<file path="config.mk">
export PLATFORM = sky130hd
export DESIGN_NAME = mpeg_audio_header_sync_decode_top
export DESIGN_NICKNAME = d
export VERILOG_FILES = /design/src/sv/mahsd_pkg.sv /design/src/sv/mahsd_ctrl.sv /design/src/sv/mahsd_datapath.sv /design/src/sv/mpeg_audio_header_sync_decode_top.sv
export VERILOG_INCLUDE_DIRS = /design/src /design/src/sv
export SDC_FILE = /design/constraint.sdc
export NUM_CORES = 1
export LEC_CHECK = 0
export BUFFER_PORTS_ARGS = -buffer_cell sky130_fd_sc_hd__buf_4
export CORE_MARGIN = 2
export CORE_UTILIZATION = 50
export DETAILED_ROUTE_END_ITERATION = 12
export GPL_ROUTABILITY_DRIVEN = 0
export GPL_TIMING_DRIVEN = 0
export PLACE_DENSITY = 0.68
export REMOVE_ABC_BUFFERS = 1
export SLEW_MARGIN = 20
export SYNTH_ARGS = -nofsm -noshare
export SYNTH_HDL_FRONTEND = slang
export SYNTH_SLANG_ARGS = --single-unit
</file>
<file path="constraint.sdc">
create_clock -name clk -period 11.1 [get_ports clk]
set_clock_uncertainty 0.05 [all_clocks]
set_input_delay 2.775 -clock clk [delete_from_list [all_inputs] [get_ports clk]]
set_output_delay 2.775 -clock clk [all_outputs]
set_load 0.01 [all_outputs]
</file>
<file path="src/sv/assert_macros.svh">
// Assertion macros shared by the MPEG audio header sync block.
// Each macro expects signals named clk and rst in the scope of its use.
`ifndef ASSERT_MACROS_SVH
`define ASSERT_MACROS_SVH

// Antecedent holds in a cycle, consequent holds in the same cycle.
`define ASSERT_SAME(lbl, ante, cons, msg) \
  lbl: assert property (@(posedge clk) disable iff (rst) (ante) |-> (cons)) else $error(msg);

// Antecedent holds in a cycle, consequent holds in the next cycle.
`define ASSERT_NEXT(lbl, ante, cons, msg) \
  lbl: assert property (@(posedge clk) disable iff (rst) (ante) |=> (cons)) else $error(msg);

`endif

</file>
<file path="src/sv/mahsd_pkg.sv">
// Package for the MPEG audio header sync and decode block.
// Holds constants, bitrate and sample-rate tables and the control structs.
// No dependencies.
package mahsd_pkg;

  localparam logic [31:0] RESET_MASK = 32'hffe0_0000;
  localparam logic [2:0]  COUNT_SAT  = 3'd5;
  localparam logic [2:0]  RESYNC_MIN = 3'd4;

  localparam int L1_SCALE  = 12000;
  localparam int L23_SCALE = 144000;
  localparam int SCALE_W   = 18;

  localparam int DIV_W   = 26;
  localparam int DIVR_W  = 16;
  localparam int DCNT_W  = $clog2(DIV_W);
  localparam int FRAME_W = DIV_W + 3;

  localparam logic [10:0] FIELD11_MAX = 11'd2047;

  localparam logic [5:0] SIDE_V1_MONO   = 6'd17;
  localparam logic [5:0] SIDE_V1_STEREO = 6'd32;
  localparam logic [5:0] SIDE_V2_MONO   = 6'd9;
  localparam logic [5:0] SIDE_V2_STEREO = 6'd17;
  localparam logic [5:0] HEADER_BYTES   = 6'd4;
  localparam logic [5:0] CRC_BYTES      = 6'd2;

  localparam logic [1:0] VER_MPEG1    = 2'd3;
  localparam logic [1:0] VER_RESERVED = 2'd1;
  localparam logic [1:0] LAYER_CODE_RESERVED = 2'd0;
  localparam logic [1:0] MODE_JOINT   = 2'd1;
  localparam logic [1:0] MODE_MONO    = 2'd3;
  localparam logic [1:0] SIDX_RESERVED = 2'd3;
  localparam logic [3:0] BIDX_FREE    = 4'h0;
  localparam logic [3:0] BIDX_BAD     = 4'hf;

  localparam logic [8:0] KBPS_V1_L1 [16] = '{9'd0, 9'd32, 9'd64, 9'd96, 9'd128, 9'd160,
    9'd192, 9'd224, 9'd256, 9'd288, 9'd320, 9'd352, 9'd384, 9'd416, 9'd448, 9'd0};
  localparam logic [8:0] KBPS_V1_L2 [16] = '{9'd0, 9'd32, 9'd48, 9'd56, 9'd64, 9'd80,
    9'd96, 9'd112, 9'd128, 9'd160, 9'd192, 9'd224, 9'd256, 9'd320, 9'd384, 9'd0};
  localparam logic [8:0] KBPS_V1_L3 [16] = '{9'd0, 9'd32, 9'd40, 9'd48, 9'd56, 9'd64,
    9'd80, 9'd96, 9'd112, 9'd128, 9'd160, 9'd192, 9'd224, 9'd256, 9'd320, 9'd0};
  localparam logic [8:0] KBPS_V2_L1 [16] = '{9'd0, 9'd32, 9'd48, 9'd56, 9'd64, 9'd80,
    9'd96, 9'd112, 9'd128, 9'd144, 9'd160, 9'd176, 9'd192, 9'd224, 9'd256, 9'd0};
  localparam logic [8:0] KBPS_V2_L23 [16] = '{9'd0, 9'd8, 9'd16, 9'd24, 9'd32, 9'd40,
    9'd48, 9'd56, 9'd64, 9'd80, 9'd96, 9'd112, 9'd128, 9'd144, 9'd160, 9'd0};

  // Layer is given as the decoded number 1, 2 or 3.
  function automatic logic [8:0] kbps_lookup(input logic lsf, input logic [1:0] layer,
                                             input logic [3:0] bidx);
    logic [8:0] k;
    if (!lsf) begin
      case (layer)
        2'd1:    k = KBPS_V1_L1[bidx];
        2'd2:    k = KBPS_V1_L2[bidx];
        default: k = KBPS_V1_L3[bidx];
      endcase
    end else begin
      case (layer)
        2'd1:    k = KBPS_V2_L1[bidx];
        default: k = KBPS_V2_L23[bidx];
      endcase
    end
    return k;
  endfunction

  function automatic logic [15:0] rate_lookup(input logic [1:0] ver, input logic [1:0] sidx);
    logic [15:0] r;
    case ({ver, sidx})
      4'b00_00: r = 16'd11025;
      4'b00_01: r = 16'd12000;
      4'b00_10: r = 16'd8000;
      4'b10_00: r = 16'd22050;
      4'b10_01: r = 16'd24000;
      4'b10_10: r = 16'd16000;
      4'b11_00: r = 16'd44100;
      4'b11_01: r = 16'd48000;
      4'b11_10: r = 16'd32000;
      default:  r = 16'd0;
    endcase
    return r;
  endfunction

  typedef struct packed {
    logic take_byte;
    logic mul_load;
    logic div_step;
    logic out_load;
  } cmd_t;

  typedef struct packed {
    logic match;
    logic div_last;
  } status_t;

endpackage

</file>
<file path="src/sv/mahsd_ctrl.sv">
// Controller of the MPEG audio header block: sequences byte intake,
// scaling, division and result load. Depends on mahsd_pkg.
module mahsd_ctrl (
  input  logic               clk,
  input  logic               rst,
  input  logic               in_valid,
  output logic               in_stall,
  output logic               out_valid,
  input  logic               out_stall,
  input  mahsd_pkg::status_t status,
  output mahsd_pkg::cmd_t    cmd
);

  typedef enum logic [3:0] {
    ST_IDLE = 4'b0001,
    ST_MUL  = 4'b0010,
    ST_DIV  = 4'b0100,
    ST_FIN  = 4'b1000
  } state_t;

  state_t state, state_next;
  logic   out_valid_next;
  logic   out_free;

  assign out_free = !out_valid || !out_stall;
  assign in_stall = (state != ST_IDLE);

  always_comb begin
    state_next = state;
    cmd        = '0;
    case (state)
      ST_IDLE: begin
        cmd.take_byte = in_valid;
        if (in_valid && status.match) state_next = ST_MUL;
      end
      ST_MUL: begin
        cmd.mul_load = 1'b1;
        state_next   = ST_DIV;
      end
      ST_DIV: begin
        cmd.div_step = 1'b1;
        if (status.div_last) state_next = ST_FIN;
      end
      ST_FIN: begin
        // The result waits here until the output register is free.
        if (out_free) begin
          cmd.out_load = 1'b1;
          state_next   = ST_IDLE;
        end
      end
      default: state_next = ST_IDLE;
    endcase
  end

  always_comb begin
    out_valid_next = out_valid;
    if (cmd.out_load) out_valid_next = 1'b1;
    else if (!out_stall) out_valid_next = 1'b0;
  end

  always_ff @(posedge clk) begin
    if (rst) begin
      state     <= ST_IDLE;
      out_valid <= 1'b0;
    end else begin
      state     <= state_next;
      out_valid <= out_valid_next;
    end
  end

endmodule

</file>
<file path="src/sv/mahsd_datapath.sv">
// Datapath of the MPEG audio header block: byte window, header check,
// field decode, restoring divider and result registers. Depends on mahsd_pkg.
module mahsd_datapath (
  input  logic               clk,
  input  logic               rst,
  input  logic [7:0]         data_byte,
  input  logic               cfg_wr_en,
  input  logic [31:0]        cfg_wr_data,
  input  mahsd_pkg::cmd_t    cmd,
  output mahsd_pkg::status_t status,
  output logic [1:0]         version_id,
  output logic [1:0]         layer_number,
  output logic               crc_present,
  output logic [8:0]         bitrate_kbps,
  output logic [15:0]        sample_rate_hz,
  output logic [1:0]         channel_mode,
  output logic               ms_stereo,
  output logic               intensity_stereo,
  output logic [10:0]        frame_bytes,
  output logic [5:0]         side_info_bytes,
  output logic [10:0]        main_data_bytes,
  output logic               resynced
);

  localparam int DIV_W  = mahsd_pkg::DIV_W;
  localparam int DIVR_W = mahsd_pkg::DIVR_W;
  localparam int FRAME_W = mahsd_pkg::FRAME_W;
  localparam int SCALE_PROD_W = 9 + mahsd_pkg::SCALE_W;

  logic [31:0] sync_mask;
  logic [31:0] byte_window;
  logic [2:0]  bytes_since_header;

  logic [31:0] win_next;
  logic [2:0]  count_next;
  logic        header_ok;

  // Decoded header, held while the frame length is worked out.
  logic [1:0]  hdr_ver;
  logic [1:0]  hdr_layer;
  logic        hdr_prot;
  logic [8:0]  hdr_kbps;
  logic [15:0] hdr_hz;
  logic        hdr_pad;
  logic [1:0]  hdr_mode;
  logic [1:0]  hdr_mext;
  logic        hdr_resync;

  logic [DIV_W-1:0]        quo;
  logic [DIVR_W-1:0]       rem;
  logic [DIVR_W-1:0]       divisor;
  logic [mahsd_pkg::DCNT_W-1:0] div_cnt;

  logic [DIVR_W:0]         trial;
  logic                    trial_ge;
  logic [SCALE_PROD_W-1:0] product;
  logic [DIVR_W:0]         divisor_wide;
  logic                    lsf;

  logic [FRAME_W-1:0] frame_raw;
  logic [FRAME_W-1:0] main_raw;
  logic [5:0]         side;
  logic [5:0]         overhead;

  assign win_next   = {byte_window[23:0], data_byte};
  assign count_next = (bytes_since_header < mahsd_pkg::COUNT_SAT) ?
                      bytes_since_header + 3'd1 : bytes_since_header;

  assign header_ok = ((win_next & sync_mask) == sync_mask)
                  && (win_next[20:19] != mahsd_pkg::VER_RESERVED)
                  && (win_next[18:17] != mahsd_pkg::LAYER_CODE_RESERVED)
                  && (win_next[15:12] != mahsd_pkg::BIDX_BAD)
                  && (win_next[15:12] != mahsd_pkg::BIDX_FREE)
                  && (win_next[11:10] != mahsd_pkg::SIDX_RESERVED);

  assign status.match    = header_ok;
  assign status.div_last = (div_cnt == mahsd_pkg::DCNT_W'(DIV_W - 1));

  always_ff @(posedge clk) begin
    if (rst) begin
      sync_mask          <= mahsd_pkg::RESET_MASK;
      byte_window        <= '0;
      bytes_since_header <= '0;
    end else begin
      if (cfg_wr_en) sync_mask <= cfg_wr_data;
      if (cmd.take_byte) begin
        if (header_ok) begin
          byte_window        <= '0;
          bytes_since_header <= '0;
        end else begin
          byte_window        <= win_next;
          bytes_since_header <= count_next;
        end
      end
    end
  end

  // Header fields are captured from the window that completes the match.
  always_ff @(posedge clk) begin
    if (cmd.take_byte && header_ok) begin
      hdr_ver    <= win_next[20:19];
      hdr_layer  <= 2'd0 - win_next[18:17];
      hdr_prot   <= win_next[16];
      hdr_kbps   <= mahsd_pkg::kbps_lookup(win_next[20:19] != mahsd_pkg::VER_MPEG1,
                                           2'd0 - win_next[18:17], win_next[15:12]);
      hdr_hz     <= mahsd_pkg::rate_lookup(win_next[20:19], win_next[11:10]);
      hdr_pad    <= win_next[9];
      hdr_mode   <= win_next[7:6];
      hdr_mext   <= win_next[5:4];
      hdr_resync <= (count_next > mahsd_pkg::RESYNC_MIN);
    end
  end

  assign lsf = (hdr_ver != mahsd_pkg::VER_MPEG1);

  always_comb begin
    if (hdr_layer == 2'd1)
      product = hdr_kbps * mahsd_pkg::SCALE_W'(mahsd_pkg::L1_SCALE);
    else
      product = hdr_kbps * mahsd_pkg::SCALE_W'(mahsd_pkg::L23_SCALE);
  end

  // Layer III at the lower rates halves the sample count per frame.
  assign divisor_wide = {1'b0, hdr_hz} << ((hdr_layer == 2'd3) && lsf);

  assign trial    = {rem, quo[DIV_W-1]};
  assign trial_ge = (trial >= {1'b0, divisor});

  always_ff @(posedge clk) begin
    if (cmd.mul_load) begin
      quo     <= product[DIV_W-1:0];
      rem     <= '0;
      divisor <= divisor_wide[DIVR_W-1:0];
      div_cnt <= '0;
    end else if (cmd.div_step) begin
      // One quotient bit per cycle, restoring form.
      if (trial_ge) begin
        rem <= DIVR_W'(trial - {1'b0, divisor});
        quo <= {quo[DIV_W-2:0], 1'b1};
      end else begin
        rem <= trial[DIVR_W-1:0];
        quo <= {quo[DIV_W-2:0], 1'b0};
      end
      div_cnt <= div_cnt + 1'b1;
    end
  end

  always_comb begin
    side = '0;
    if (hdr_layer == 2'd3) begin
      if (!lsf)
        side = (hdr_mode == mahsd_pkg::MODE_MONO) ? mahsd_pkg::SIDE_V1_MONO :
                                                    mahsd_pkg::SIDE_V1_STEREO;
      else
        side = (hdr_mode == mahsd_pkg::MODE_MONO) ? mahsd_pkg::SIDE_V2_MONO :
                                                    mahsd_pkg::SIDE_V2_STEREO;
    end
    overhead = mahsd_pkg::HEADER_BYTES + side + (hdr_prot ? 6'd0 : mahsd_pkg::CRC_BYTES);
    if (hdr_layer == 2'd1)
      frame_raw = (FRAME_W'(quo) + FRAME_W'(hdr_pad)) << 2;
    else
      frame_raw = FRAME_W'(quo) + FRAME_W'(hdr_pad);
    main_raw = (frame_raw > FRAME_W'(overhead)) ? frame_raw - FRAME_W'(overhead) : '0;
  end

  always_ff @(posedge clk) begin
    if (cmd.out_load) begin
      version_id       <= hdr_ver;
      layer_number     <= hdr_layer;
      crc_present      <= !hdr_prot;
      bitrate_kbps     <= hdr_kbps;
      sample_rate_hz   <= hdr_hz;
      channel_mode     <= hdr_mode;
      ms_stereo        <= (hdr_mode == mahsd_pkg::MODE_JOINT) && hdr_mext[1];
      intensity_stereo <= (hdr_mode == mahsd_pkg::MODE_JOINT) && hdr_mext[0];
      frame_bytes      <= (frame_raw > FRAME_W'(mahsd_pkg::FIELD11_MAX)) ?
                          mahsd_pkg::FIELD11_MAX : frame_raw[10:0];
      side_info_bytes  <= side;
      main_data_bytes  <= (main_raw > FRAME_W'(mahsd_pkg::FIELD11_MAX)) ?
                          mahsd_pkg::FIELD11_MAX : main_raw[10:0];
      resynced         <= hdr_resync;
    end
  end

endmodule

</file>
<file path="src/sv/mpeg_audio_header_sync_decode_top.sv">
// Top level of the MPEG audio header sync and decode block.
// Joins mahsd_ctrl and mahsd_datapath; uses mahsd_pkg and assert_macros.svh.
//
//   channel  handshake            payload
//   in       in_valid / in_stall  data_byte
//   out      out_valid/ out_stall decoded header fields, one beat per header
//   cfg      cfg_wr_en            cfg_wr_data (sync mask)
//
// A byte that completes no header streams in at one per cycle while no header is busy.
// A byte that completes a header is decoded, then the bitrate is scaled, the divider
// finds the frame length one bit per cycle, and the result is loaded once the output
// register is free; input is stalled until that load. Reset is synchronous and leaves the
// mask at its default; a stalled result holds and the next header waits for it.
`include "assert_macros.svh"

module mpeg_audio_header_sync_decode_top (
  input  logic        clk,
  input  logic        rst,
  input  logic        in_valid,
  output logic        in_stall,
  input  logic [7:0]  data_byte,
  input  logic        cfg_wr_en,
  input  logic [31:0] cfg_wr_data,
  output logic        out_valid,
  input  logic        out_stall,
  output logic [1:0]  version_id,
  output logic [1:0]  layer_number,
  output logic        crc_present,
  output logic [8:0]  bitrate_kbps,
  output logic [15:0] sample_rate_hz,
  output logic [1:0]  channel_mode,
  output logic        ms_stereo,
  output logic        intensity_stereo,
  output logic [10:0] frame_bytes,
  output logic [5:0]  side_info_bytes,
  output logic [10:0] main_data_bytes,
  output logic        resynced
);

  mahsd_pkg::cmd_t    cmd;
  mahsd_pkg::status_t status;

  mahsd_ctrl u_ctrl (
    .clk       (clk),
    .rst       (rst),
    .in_valid  (in_valid),
    .in_stall  (in_stall),
    .out_valid (out_valid),
    .out_stall (out_stall),
    .status    (status),
    .cmd       (cmd)
  );

  mahsd_datapath u_datapath (
    .clk              (clk),
    .rst              (rst),
    .data_byte        (data_byte),
    .cfg_wr_en        (cfg_wr_en),
    .cfg_wr_data      (cfg_wr_data),
    .cmd              (cmd),
    .status           (status),
    .version_id       (version_id),
    .layer_number     (layer_number),
    .crc_present      (crc_present),
    .bitrate_kbps     (bitrate_kbps),
    .sample_rate_hz   (sample_rate_hz),
    .channel_mode     (channel_mode),
    .ms_stereo        (ms_stereo),
    .intensity_stereo (intensity_stereo),
    .frame_bytes      (frame_bytes),
    .side_info_bytes  (side_info_bytes),
    .main_data_bytes  (main_data_bytes),
    .resynced         (resynced)
  );

  // A header beat must hold off further bytes while its length is worked out.
  `ASSERT_NEXT(a_hdr_stall, in_valid && !in_stall && status.match, in_stall, "header not held")
  `ASSERT_SAME(a_main_le_frame, out_valid, main_data_bytes <= frame_bytes, "main data too long")
  `ASSERT_SAME(a_side, out_valid && layer_number != 2'd3, side_info_bytes == '0, "stray side info")
  `ASSERT_SAME(a_load_only_free, cmd.out_load, !out_valid || !out_stall, "load over waiting beat")

endmodule
</file>
Word-level counts from Yosys, hierarchy flattened
Memory sizes are Yosys's and may differ from the RTL's. A register that Yosys moved wholly into a read port is not among the register bits.
Index checks and enable logic that the tools add are counted.

operators by class
  add/subtract/negate cells = 8
  multiply operators = 2
  $lt $le $gt $ge = 7
  equal/unequal tests = 22
  shift operators = 1
  mux-type cells = 39
  bitwise gates (word level) = 2
  reduce and logical (&&, ||, !) cells = 18

operators by type and width
  kind                     count
  $mux W9                  12
  $mux W26                 3
  $gt A29 B11 Y1 const B   2
  $mux W29                 2
  $and A32 B32 Y32         1
  $eq A32 B32 Y1           1
  $gt A29 B6 Y1            1
  $sub A29 B6 Y29          1
  $add A26 B1 Y27          1
  $mux W24                 1
  $mul A9 B11 Y19 const B  1
  $mul A9 B9 Y18 const B   1
  $mux W6                  3
  $pmux W9 S2              1
  $ge A17 B16 Y1           1
  $mux W16                 1
  $pmux W4 S4              1
  $shl A16 B1 Y16          1
  $sub A16 B16 Y16         1
  $mux W4                  3
  $logic_and A1 B1 Y1      10
  $mux W1                  8
  $ne A2 B1 Y1 const B     4
  $ne A2 B2 Y1 const B     4
  other kinds (26)         34

word-level totals
  bits in registers = 226
  bits in read-only memories = 960
  input port bits = 45
  output and inout port bits = 65
  logic and storage cells = 135
  memories kept = 6

memories
  memory           depth  bits a word  read ports  clocked after Yosys merged registers in  write ports  RTL line         source
  (no name shown)  16     15           1           1                                        0            mahsd_pkg.sv:69  case ({ver, sidx})
  (no name shown)  16     9            1           0                                        0            mahsd_pkg.sv:54  2'd1: k = KBPS_V1_L1[bidx];
  (no name shown)  16     9            1           0                                        0            mahsd_pkg.sv:55  2'd2: k = KBPS_V1_L2[bidx];
  (no name shown)  16     9            1           0                                        0            mahsd_pkg.sv:56  default: k = KBPS_V1_L3[bidx];
  (no name shown)  16     9            1           0                                        0            mahsd_pkg.sv:60  2'd1: k = KBPS_V2_L1[bidx];
  (no name shown)  16     9            1           0                                        0            mahsd_pkg.sv:61  default: k = KBPS_V2_L23[bidx];

Logic depth before layout (Yosys ltp)
  depth after elaboration = 10
  mapped depth = 21
  depth with buffers taken out = 18

Cells and area by module
A second synthesis with hierarchy kept.

unflattened totals
  cells, all modules = 1471
  area total of the unflattened synthesis = 13927.1 µm²

modules (own cells, without submodules)
  module          instances  cells an instance  area an instance (µm²)  sequential area each (µm²)
  mahsd_datapath  1          1445               13680.6                 5445.2
  mahsd_ctrl      1          26                 246.5                   100.1

Worst setup path after synthesis
No wires, ideal clock.

  kind = input -> register
  from = in out_stall
  to = reg u_datapath.bitrate_kbps[3] (enable)
  library setup time = 0.488 ns
  data arrival time = 5.524 ns
  required time = 10.562 ns
  slack = 5.037 ns
  cell stages on the path = 1
  buffers on the path = 0
  cell sequence = a21oi_1

between the ends
  longest elaborated chain between the ends = 4

RTL lines
  what                  RTL line                                 source
  start, declared       mpeg_audio_header_sync_decode_top.sv:25  input logic out_stall,
  $logic_not A1 Y1      mahsd_ctrl.sv:25                         assign out_free = !out_valid || !out_stall;
  $logic_or A1 B1 Y1    mahsd_ctrl.sv:25
  $mux W1               mahsd_ctrl.sv:46                         if (out_free) begin
  $mux W1               mahsd_ctrl.sv:31                         case (state)
  end signal, assigned  mahsd_datapath.sv:171                    bitrate_kbps <= hdr_kbps;
  end, declared         mahsd_datapath.sv:14                     output logic [8:0] bitrate_kbps,

No other way between the ends.
A chain may end at the register's enable or synchronous reset.

Final worst setup path
  from = reg u_datapath.hdr_layer[0]
  to = reg u_datapath.main_data_bytes[0], data pin

between the ends
  elaborated cells between the ends (all ways) = 10
  those cells by class = add/sub: 3; order compare: 2; eq/ne: 2; mux: 3

RTL lines
  what                                              RTL line               source
  start, declared                                   mahsd_datapath.sv:40   logic [1:0] hdr_layer;
  start signal, assigned                            mahsd_datapath.sv:102  hdr_layer <= 2'd0 - win_next[18:17];
  $eq A2 B1 Y1 (*)                                  mahsd_datapath.sv:159  if (hdr_layer == 2'd1)
  $mux W29 (*)                                      mahsd_datapath.sv:159
  named net u_datapath.frame_raw[4]                 mahsd_datapath.sv:60   logic [FRAME_W-1:0] frame_raw;
  $sub A29 B6 Y29 or $gt A29 B6 Y1 (tied branches)  mahsd_datapath.sv:163  main_raw = (frame_raw > FRAME_W'(overhead)) ? frame_raw - FRAME_W'(overhead) : '0;
  $mux W29 (*)                                      mahsd_datapath.sv:163
  $gt A29 B11 Y1                                    mahsd_datapath.sv:179  main_data_bytes <= (main_raw > FRAME_W'(mahsd_pkg::FIELD11_MAX)) ?
  end signal, assigned                              mahsd_datapath.sv:179
  end, declared                                     mahsd_datapath.sv:21   output logic [10:0] main_data_bytes,

Mark *: on every way through the listed nets, which the timed path passes. The rest lies on a longest branch.

==> results.sh <==
export IMPL_status="finished, final reports clean"
export IMPL_synthMuxAreaShare_pct=4.75
export IMPL_slew_limit_headroom_pct=30.7
export IMPL_synthArstFlopShare_pct=0
export IMPL_ys_ff_latch=213
export IMPL_yosys_warnings=0
export IMPL_synth_top_family_by_area="simple AND/OR/NAND/NOR gates"
export IMPL_synth_compound_area_share_pct=15.0
export IMPL_critPathSlowestCell="a211oi_2"
export IMPL_vias_per_cell=5.77
export IMPL_fmax_mhz=178
export IMPL_max_stage_delay_ns=0.68
export IMPL_final_common_cell="nand2_1"
export IMPL_layout_min_cycle_time_ns=5.63
export IMPL_synth_enable_flop_cells=128
export IMPL_route_detailed_drc=0
export IMPL_yosys_area_top_type="edfxtp_1"
export IMPL_path_clk_slew_ns=0.06
export IMPL_drt_iter0_drc=649
export IMPL_path_cells="nor2b_4 -> buf_16 -> o22a_1 -> o22ai_1 -> a31oi_1 -> ha_1 -> a21o_1 -> a21oi_1 -> o21ai_1 -> a211oi_2 -> o2111ai_1 -> a21o_1 -> a211oi_1 -> nand4_1 -> nor4_4 -> a21oi_1"
export IMPL_synth_top_area_share_pct=28.1
export IMPL_grt_pass1_wl_um=52400
export IMPL_synth_fa_ha_area_share_pct=13.7
export IMPL_chipWidth_um=169
export IMPL_vdd_drop_max_mv=0.143
export IMPL_finalNetCount=1691
export IMPL_cts_hold_buf=0
export IMPL_core_um2=27000
export IMPL_num_rows=60
export IMPL_diodes=0
export IMPL_pin_count=110
export IMPL_synthSimpleGateAreaFrac_pct=16.5
export IMPL_synthCells=1448
export IMPL_rsz0062_at_grt="no"
export IMPL_ys_flop_type="edfxtp_1"
export IMPL_cts_resized=0
export IMPL_fillers=2356
export IMPL_p_leak_nw=6.30
export IMPL_end_kind="flop"
export IMPL_dieArea_um2=28700
export IMPL_synth_area_um2=13700
export IMPL_path_class="reg2reg"
export IMPL_timing_final_crit_share_pct=50.7
export IMPL_pre_cts_slack_ns=5.47
export IMPL_synth_area_leaders="edfxtp_1 (28%), dfxtp_1 (12%), ha_1 (10%), nand2_1 (4.4%), fa_1 (3.7%)"
export IMPL_finalHoldViolations=0
export IMPL_ys_seq_area_share_pct=40.5
export IMPL_drive_above_1_share_pct=13.6
export IMPL_startpoint_type="flop"
export IMPL_cp_data_required_time_ns=11.27
export IMPL_cts_sinks=213
export IMPL_holdCritPathClass="reg2reg"
export IMPL_numCtsBuffers=24
export IMPL_ant_nets=0
export IMPL_cts_setup_buffers=0
export IMPL_drtPass1Iterations=7
export IMPL_p_per_area_nw_per_um2=114
export IMPL_crit_fanout=32
export IMPL_syn2layout_area_growth_pct=13.7
export IMPL_start_util_pct=50.8
export IMPL_cts_tree="done"
export IMPL_final_cell_mix="nand2_1 (160), edfxtp_1 (128), inv_1 (126), ha_1 (110), buf_4 (103)"
export IMPL_max_slew_worst_pin_slew_ns=1.04
export IMPL_fin_tns_setup_ns=0
export IMPL_port_buffers=103
export IMPL_grt_pass1_vias=10200
export IMPL_setup_slack_ns=5.47
export IMPL_synthXorXnorAreaFrac_pct=3.33
export IMPL_setup_viol=0
export IMPL_routed_wl_um=32100
export IMPL_clock_latency_ns=0.53
export IMPL_final_util_pct=57.8
export IMPL_cts_buffer_depth=3
export IMPL_ys_types=80
export IMPL_final_max_slew_viol_count=0
export IMPL_maxCapViolCount=0
export IMPL_root_buffer="clkbuf_16"
export IMPL_hpwl_um=23300
export IMPL_syn_avg_cell_area_um2=9.46
export IMPL_grt_start_max_net_pins=54
export IMPL_die_y_um=169
export IMPL_htree_levels=1
export IMPL_grt_usage_pct=22.1
export IMPL_arrival_ns=5.80
export IMPL_num_vias=10800
export IMPL_wl_per_cell_um=17.2
export IMPL_gr_total_overflow=0
export IMPL_antenna_found_initial=0
## flip-flops by register name, indices dropped and copies added (netlist names), 2 cells and up
| signal | cells |
|---|---|
| u_ctrl.state | 4 |
| u_datapath.bitrate_kbps | 6 |
| u_datapath.byte_window | 24 |
| u_datapath.bytes_since_header | 3 |
| u_datapath.channel_mode | 2 |
| u_datapath.div_cnt | 5 |
| u_datapath.divisor | 15 |
| u_datapath.frame_bytes | 11 |
| u_datapath.hdr_hz | 14 |
| u_datapath.hdr_kbps | 6 |
| u_datapath.hdr_layer | 2 |
| u_datapath.hdr_mext | 2 |
| u_datapath.hdr_mode | 2 |
| u_datapath.hdr_ver | 2 |
| u_datapath.layer_number | 2 |
| u_datapath.main_data_bytes | 11 |
| u_datapath.quo | 26 |
| u_datapath.rem | 16 |
| u_datapath.sample_rate_hz | 14 |
| u_datapath.side_info_bytes | 4 |
| u_datapath.sync_mask | 32 |
| u_datapath.version_id | 2 |
## final timing paths
check	from	to	slack, ns	depth (start not counted)
worst max register to register	u_datapath.hdr_layer[0]	u_datapath.main_data_bytes[0]	5.47	16
worst min register to register	u_datapath.hdr_resync	u_datapath.resynced	0.37	0
worst min-delay path	u_datapath.hdr_resync	u_datapath.resynced	0.37	0
worst max-delay path	u_datapath.hdr_layer[0]	u_datapath.main_data_bytes[0]	5.47	16
## report_power, final
group | switching, mW | internal [mW]
clock | 0.336 | 0.472
combinational | 0.0605 | 0.0458
sequential | 0.0184 | 0.847
## per-stage QoR
step / total power, mW / hold WS [ns] / cells / cell area [um2]
global route: 1.84 / 0.411 / 1870 / 15600
floorplan: 0.941 / 0.350 / 1373 / 13300
global placement: 0.981 / 0.356 / 1817 / 14500
CTS: 1.79 / 0.382 / 1870 / 15600
finish: 1.78 / 0.375 / 1870 / 15600
detailed placement: 0.986 / 0.367 / 1826 / 14700
## metal layers
layer / wire length (um) / share of wire, % / global-route usage [%] / vias up
met5: 0 / 0 / 0 / -
met4: 612 / 1.9 / 4.87 / 0
li1: - / - / - / 5299
met1: 14900 / 47 / 31.6 / 5085
met2: 14700 / 46 / 36.0 / 343
met3: 1840 / 5.7 / 3.10 / 56
## cells in the mapped netlist, types with 5 or more instances
cell type	n
o21bai_1	12
nor3b_1	6
nand3b_1	6
dfxtp_1	85
xor2_1	15
o21ai_0	71
inv_1	128
o22ai_1	12
a21oi_2	10
nand3_1	60
xnor2_1	37
or4_1	6
nor2b_1	17
buf_4	15
nor2_1	89
buf_2	8
and2_1	8
o21a_1	5
a21o_1	14
a211oi_1	11
o2111ai_1	6
or3_1	10
ha_1	110
nand4_1	23
nand2_1	160
fa_1	25
nor3_1	23
mux2i_1	47
a221oi_1	8
clkbuf_1	48
o31ai_1	5
buf_1	8
o211ai_1	11
edfxtp_1	128
and3_1	6
nor4_1	8
mux2_2	15
a21oi_1	98
a31oi_1	16
## kinds of logic after synthesis
family                     after synthesis
and+or+nand+nor                        453
AOI/OAI and AO/OA                      323
DFF                                    213
buffers and inverters                  208
adders and majority gates              135
muxes                                   63
xor gates and xnor gates                52
other                                    1
## area by class of cell
type | count | area [um2] | share of cell area, %
flip-flops and latches | 213 | 5550 | 35.6
repair buffers | 112 | 936 | 6.01
clock inverters | 12 | 108 | 0.691
inverters | 128 | 480 | 3.09
multi-input cells | 1032 | 7370 | 47.3
clock buffers | 32 | 703 | 4.52
well taps | 341 | 427 | 2.74
## worst max-delay path: cells and delay by family, from the launching register on
| kind | cells | cell delay (ns) |
|---|---|---|
| flip-flops | 1 | 0.60 |
| AND/OR/NAND/NOR | 3 | 1.43 |
| adder cells (fa/ha/maj) | 1 | 0.35 |
| AO/OA/AOI/OAI | 11 | 2.63 |
| buffers and inverters | 1 | 0.24 |
(Power assumes the default switching activity.)
